**config.mk**
```make
export PLATFORM = sky130hd
export DESIGN_NAME = imm_ctrl
export DESIGN_NICKNAME = d
export VERILOG_FILES = /design/src/sv/imm_pkg.sv /design/src/sv/imm_ctrl.sv
export VERILOG_INCLUDE_DIRS = /design/src /design/src/sv
export SDC_FILE = /design/constraint.sdc
export NUM_CORES = 1
export LEC_CHECK = 0
export BUFFER_PORTS_ARGS = -buffer_cell sky130_fd_sc_hd__buf_2
export CAP_MARGIN = 25
export CORE_AREA = 10 10 67 69
export DETAILED_ROUTE_END_ITERATION = 10
export DIE_AREA = 0 0 77 79
export GPL_ROUTABILITY_DRIVEN = 0
export GPL_TIMING_DRIVEN = 0
export PLACE_DENSITY = 0.71
export SETUP_SLACK_MARGIN = 0.02
export SYNTH_ARGS = -nofsm -noshare
export SYNTH_HDL_FRONTEND = slang
export SYNTH_SLANG_ARGS = --single-unit
```
**constraint.sdc**
```tcl
create_clock -name clk -period 2.8 [get_ports clk]
set_input_delay 0.14 -clock clk [delete_from_list [all_inputs] [get_ports clk]]
set_output_delay 0.14 -clock clk [all_outputs]
set_load 0.01 [all_outputs]
```
**src/sv/assert_macros.svh**
```systemverilog
// Assertion helpers shared by the RTL files.
`ifndef ASSERT_MACROS_SVH
`define ASSERT_MACROS_SVH

// Check on every clock edge outside reset.
`define IMM_ASSERT(lbl, prop, msg) \
  lbl: assert property (@(posedge clk) disable iff (rst) prop) else $error(msg);

// Check on every clock edge, reset included.
`define IMM_ASSERT_ALWAYS(lbl, prop, msg) \
  lbl: assert property (@(posedge clk) prop) else $error(msg);

`endif

```
**src/sv/imm_pkg.sv**
```systemverilog
package imm_pkg;

  localparam int MAX_DIM = 8;
  localparam int DIM_W   = $clog2(MAX_DIM);
  localparam int ADDR_W  = 2 * DIM_W;
  localparam int DEPTH   = MAX_DIM * MAX_DIM;
  localparam int DATA_W  = 32;
  localparam int CFG_W   = 4;
  localparam int CMD_W   = 2;
  localparam int REG_W   = 2;

  // input command codes
  localparam logic [CMD_W-1:0] CMD_LOAD_A  = 2'd0;
  localparam logic [CMD_W-1:0] CMD_LOAD_B  = 2'd1;
  localparam logic [CMD_W-1:0] CMD_COMPUTE = 2'd2;

  // configuration register indexes
  localparam logic [REG_W-1:0] REG_ROWS_A    = 2'd0;
  localparam logic [REG_W-1:0] REG_INNER_DIM = 2'd1;
  localparam logic [REG_W-1:0] REG_COLS_B    = 2'd2;

  localparam logic [CFG_W-1:0] DIM_RESET = CFG_W'(MAX_DIM);

  typedef enum logic [1:0] {
    ST_IDLE,
    ST_RUN,
    ST_DRAIN,
    ST_EMIT
  } imm_state_t;

  typedef struct packed {
    logic             wr_a;
    logic             wr_b;
    logic             mac_issue;
    logic             acc_clear;
    logic             emit;
    logic             emit_last;
    logic [DIM_W-1:0] idx_i;
    logic [DIM_W-1:0] idx_j;
    logic [DIM_W-1:0] idx_k;
  } imm_cmd_t;

  typedef struct packed {
    logic pipe_busy;
    logic out_free;
  } imm_status_t;

  // Last index for a dimension register: zero acts as one, saturate at MAX_DIM.
  function automatic logic [DIM_W-1:0] eff_last(input logic [CFG_W-1:0] v);
    logic [CFG_W-1:0] m1;
    begin
      m1 = v - CFG_W'(1);
      if (v == '0) begin
        return '0;
      end else if (v > CFG_W'(MAX_DIM)) begin
        return DIM_W'(MAX_DIM - 1);
      end else begin
        return m1[DIM_W-1:0];
      end
    end
  endfunction

endpackage

```
**src/sv/imm_ctrl.sv**
```systemverilog
`include "assert_macros.svh"

module imm_ctrl import imm_pkg::*; (
  input  logic               clk,
  input  logic               rst,
  input  logic               in_valid,
  output logic               in_ready,
  input  logic [CMD_W-1:0]   in_cmd,
  input  logic               cfg_valid,
  output logic               cfg_ready,
  input  logic [REG_W-1:0]   cfg_index,
  input  logic [CFG_W-1:0]   cfg_data,
  input  imm_status_t        status,
  output imm_cmd_t           cmd
);

  imm_state_t       state, state_next;
  logic [CFG_W-1:0] rows_a, inner_dim, cols_b;
  logic [DIM_W-1:0] i, j, k;
  logic [DIM_W-1:0] m_last, n_last, p_last;
  logic             in_fire, k_done, elem_last;

  assign m_last    = eff_last(rows_a);
  assign n_last    = eff_last(inner_dim);
  assign p_last    = eff_last(cols_b);
  assign cfg_ready = 1'b1;
  assign in_fire   = in_valid && in_ready;
  assign k_done    = (k == n_last);
  assign elem_last = (i == m_last) && (j == p_last);

  always_ff @(posedge clk) begin
    if (rst) begin
      rows_a    <= DIM_RESET;
      inner_dim <= DIM_RESET;
      cols_b    <= DIM_RESET;
    end else if (cfg_valid && cfg_ready) begin
      case (cfg_index)
        REG_ROWS_A:    rows_a    <= cfg_data;
        REG_INNER_DIM: inner_dim <= cfg_data;
        REG_COLS_B:    cols_b    <= cfg_data;
        default:       ;
      endcase
    end
  end

  always_comb begin
    state_next = state;
    case (state)
      ST_IDLE: begin
        if (in_fire && in_cmd == CMD_COMPUTE) state_next = ST_RUN;
      end
      ST_RUN: begin
        if (k_done) state_next = ST_DRAIN;
      end
      ST_DRAIN: begin
        if (!status.pipe_busy) state_next = ST_EMIT;
      end
      ST_EMIT: begin
        if (status.out_free) state_next = elem_last ? ST_IDLE : ST_RUN;
      end
      default: state_next = ST_IDLE;
    endcase
  end

  always_comb begin
    in_ready      = 1'b0;
    cmd           = '0;
    cmd.idx_i     = i;
    cmd.idx_j     = j;
    cmd.idx_k     = k;
    cmd.emit_last = elem_last;
    case (state)
      ST_IDLE: begin
        in_ready = 1'b1;
        cmd.wr_a = in_fire && in_cmd == CMD_LOAD_A;
        cmd.wr_b = in_fire && in_cmd == CMD_LOAD_B;
      end
      ST_RUN: begin
        cmd.mac_issue = 1'b1;
        cmd.acc_clear = (k == '0);
      end
      ST_EMIT: begin
        cmd.emit = status.out_free;
      end
      default: ;
    endcase
  end

  always_ff @(posedge clk) begin
    if (rst) begin
      state <= ST_IDLE;
      i     <= '0;
      j     <= '0;
      k     <= '0;
    end else begin
      state <= state_next;
      if (state == ST_IDLE) begin
        i <= '0;
        j <= '0;
        k <= '0;
      end else if (state == ST_RUN) begin
        k <= k_done ? '0 : k + DIM_W'(1);
      end else if (cmd.emit) begin
        // advance to the next element, row-major
        if (j == p_last) begin
          j <= '0;
          i <= i + DIM_W'(1);
        end else begin
          j <= j + DIM_W'(1);
        end
      end
    end
  end

  `IMM_ASSERT(a_ready_pipe_idle, in_ready |-> !status.pipe_busy, "word taken while MAC pipe busy")
  `IMM_ASSERT(a_emit_drained, cmd.emit |-> !status.pipe_busy, "result emitted before drain")
  `IMM_ASSERT(a_last_to_idle, (cmd.emit && cmd.emit_last) |=> state == ST_IDLE, "no idle after last")

endmodule

```
==> impl_results.md <==
- Status: completed
- N_diodes: 0
- Overall power: 0.7951 mW
- Clk_skew: 0.002815 ns
- CTS Buf Count: 3
- Grt ovf: 0
- WL final: 3120 microns
- Worst-skew pair later-pin latency: 0.31 ns
- Fin crit share: 92.67%
- IO buf count: 29
- PwrDens: 456.2 mW/mm^2
- Die area: 0.006083 sq mm
- Die Wd: 77 microns
- Clock-pin slew on the worst setup and hold paths: 0.13 ns
- DR WL/cell: 11.82 microns
- Total Neg Setup Slack: 0 ns
- Layout area overhead: 15.12%
- Pre-antenna DRT Iters: 4
- Type of the worst setup path: flop to primary output
- Initial drt markers: 60
- Syn. warnings: 0
- Syn_area_per_cell: 8.184 sq um
- Setup violators final: 0
- Top cells by area, synth: dfxtp_1 30%, ha_1 9.1%, nor2_1 6.7%
- Top delay family on crit path: adder cells
- Via density: 5.144
- Via count: 1358
- Number of global-route vias before repair: 1293
- Min-Delay Path Class: input pin to flop
- Measured slew at the worst slew-check pin: 0.7911 ns
- # clock sinks: 23
- First-pass GRT wire length: 5623 microns
- Largest net degree at the start of global routing: 13
- Clk buf depth: 2
- Core area: 0.003232 sq mm
- Maxcap violations: 0
- Post-Synthesis Cells: 185
- Syn Std Cell Area: 0.001514 sq mm
- Worst slew margin: 47.14%
- Die height: 79 microns
- Area of the multi-input gates: 959.7 sq um
- CTS tree: done
- Crit start category: flop
- # hold bufs at CTS: 0
- Fin crit period: 2.595 ns
- CP max stage cell: dfxtp_1
- Initial core utilization: 46.84%
- Gr usage total: 10.69%
- Crit-path max cell delay: 0.38 ns
- CTS root buf: clkbuf_4
- Nets: 244
- Data arrival time of the critical path: 2.45 ns
- Synthesized flop and latch total: 23
- Setup bufs post-CTS: 0
- Endpoint type of the worst setup path: primary output
- Cell leakage power: 0.7791 nW
- DRC viols: 0
- Crit-path max FO: 7
- Slew Viols, Final: 0
- Fill cell total of the finished layout: 322
- Hold Vio Cnt, Final: 0
- Initial antenna violation count: 0
- Share of post-route cells with drive strength above 1: 18.81%
- RSZ-0062 raised after global routing: no
- Syn nets: 210
- HPWL Detailed: 2501 microns
- Cell variety after synth: 44
- FP Rows: 21
- Yosys top cell area share: 30.41%
- Register area share after synthesis: 30.41%
- Resized cells post-CTS: 0
- Fmax: 385.4 MHz
- Post-DRT Antenna Nets: 0
- H-tree levels: 1
- CP cell instances: inv_1, ha_1, nor2b_2, maj3_1, xor2_1, o221ai_2, a2111oi_4, buf_4, buf_2
- Peak supply drop: 0.3226 mV
- WP data required: 2.66 ns
- FF+latch area: 460.4 sq um
- Top Ports: 31
- Top cell type by total area after synthesis: dfxtp_1
- Bufs and invs on worst path: 3
==> worst register-to-register path, cell delays in order, from the launching register on <==
cell,delay (ns)
dfxtp_1,0.38
inv_1,0.07
ha_1,0.24
nor2b_2,0.18
maj3_1,0.37
xor2_1,0.16
o221ai_2,0.20
a2111oi_4,0.28
o2111a_1,0.23
a211oi_2,0.05
==> logic make-up (layout without fill, tap and decap cells) <==
| logic type | count (synthesis) | in the layout | share of synthesized area (%) |
|---|---|---|---|
| AO/OA/AOI/OAI | 39 | 39 | 18.51 |
| XOR/XNOR | 4 | 4 | 2.314 |
| adder cells (fa/ha/maj) | 13 | 13 | 10.41 |
| buffers and inverters | 23 | 56 | 6.198 |
| flip-flops | 23 | 23 | 30.41 |
| multiplexers | 11 | 11 | 7.356 |
| other | 1 | 1 | 0.2477 |
| AND/OR/NAND/NOR | 71 | 71 | 24.55 |
==> layout by cell type, fill, tap and decap left out, drive strengths merged, types with 3 or more instances in the layout <==
master  instances
nand2          13
a21oi          11
nor2b           4
o21ai          10
dfxtp          23
inv            18
nor3b           3
clkbuf          5
buf            33
nand2b          8
xnor2           3
ha             11
mux2i          10
a31oi           3
nand3b          4
nor2           27
and3b           3
==> report_power, final <==
| part | leakage [nW] | internal, mW | switching, mW | total, mW |
|---|---|---|---|---|
| Combinational | 0.578 | 0.118 | 0.157 | 0.274 |
| Sequential | 0.187 | 0.346 | 0.0193 | 0.365 |
| Clock | 0.0150 | 0.0556 | 0.100 | 0.156 |
| Total | 0.779 | 0.519 | 0.276 | 0.795 |
==> cell usage after synthesis <==
cell       instances
nor2_1            27
dfxtp_1           23
inv_1             18
nand2_1           13
a21oi_1           11
ha_1              11
mux2i_1           10
o21ai_0            8
nand2b_1           7
nand3b_1           4
a31oi_1            3
and3b_1            3
nor2b_1            3
nor3b_1            3
xnor2_1            3
a211o_1            2
a2bb2oi_1          2
buf_1              2
buf_4              2
maj3_1             2
nand4_1            2
nor3_1             2
o21ai_1            2
o22ai_1            2
a2111oi_4          1
a211oi_2           1
a21boi_0           1
a21o_1             1
a41o_1             1
and2_1             1
and4_1             1
clkbuf_1           1
conb_1             1
mux2_2             1
nand2b_4           1
nand3_1            1
nand4b_1           1
nor2b_2            1
o2111a_1           1
o2111ai_1          1
o221ai_2           1
o22a_1             1
or2_2              1
xor2_1             1
==> per-stage QoR <==
stage / hold WS (ns) / cells / instance area, sq um / setup WS (ns) / utilization (%)
2_1_floorplan: 0.2046 / 185 / 1514 / 0.7452 / -
3_3_place_gp: 0.3959 / 260 / 1717 / 0.5394 / 53.12
3_5_place_dp: 0.3987 / 260 / 1717 / 0.5390 / 53.12
4_1_cts: 0.05739 / 264 / 1743 / 0.1694 / 53.93
5_1_grt: 0.05638 / 264 / 1743 / 0.03909 / 53.93
6_report: 0.06068 / 264 / 1743 / 0.2052 / 53.93
==> cell type report <==
type | count | share of cell area [%]
Multi-Input combinational cell | 139 | 55.06
Sequential cell | 23 | 26.42
Timing Repair Buffer | 29 | 8.327
Inverter | 18 | 3.877
Tap cell | 46 | 3.302
Clock buffer | 4 | 1.508
Buffer | 5 | 1.508
==> routing by layer <==
layer  wire length (microns)  GRT usage, %  vias to the layer above  share of wire [%]
li1                        -             -                      707                  -
met1                    1542         13.16                      619                 49
met2                    1382         17.12                       28                 44
met3                     167         3.604                        4                5.4
met4                      27         3.650                        0               0.87
met5                       0             0                        -                  0
==> flip-flops by register name, indices dropped and copies added, names as in the netlist <==
signal and flops:
cols_b 4, inner_dim 4, rows_a 4, i 3
j 3, k 3, state 2
==> path summary, 6_finish.rpt <==
| kind | endpoint | from | depth (start not counted) | slack (ns) |
|---|---|---|---|---|
| max | cmd[9] | cols_b[0]$_SDFFE_PP0P_ | 9 | 0.21 |
| min | state[0]$_SDFFE_PP0P_ | rst | 2 | 0.06 |
| max reg2reg | state[0]$_SDFFE_PP0P_ | cols_b[0]$_SDFFE_PP0P_ | 9 | 0.56 |
| min reg2reg | j[1]$_SDFFE_PP0P_ | j[1]$_SDFFE_PP0P_ | 2 | 0.51 |
No activity file was read; power rests on OpenSTA's default activity.
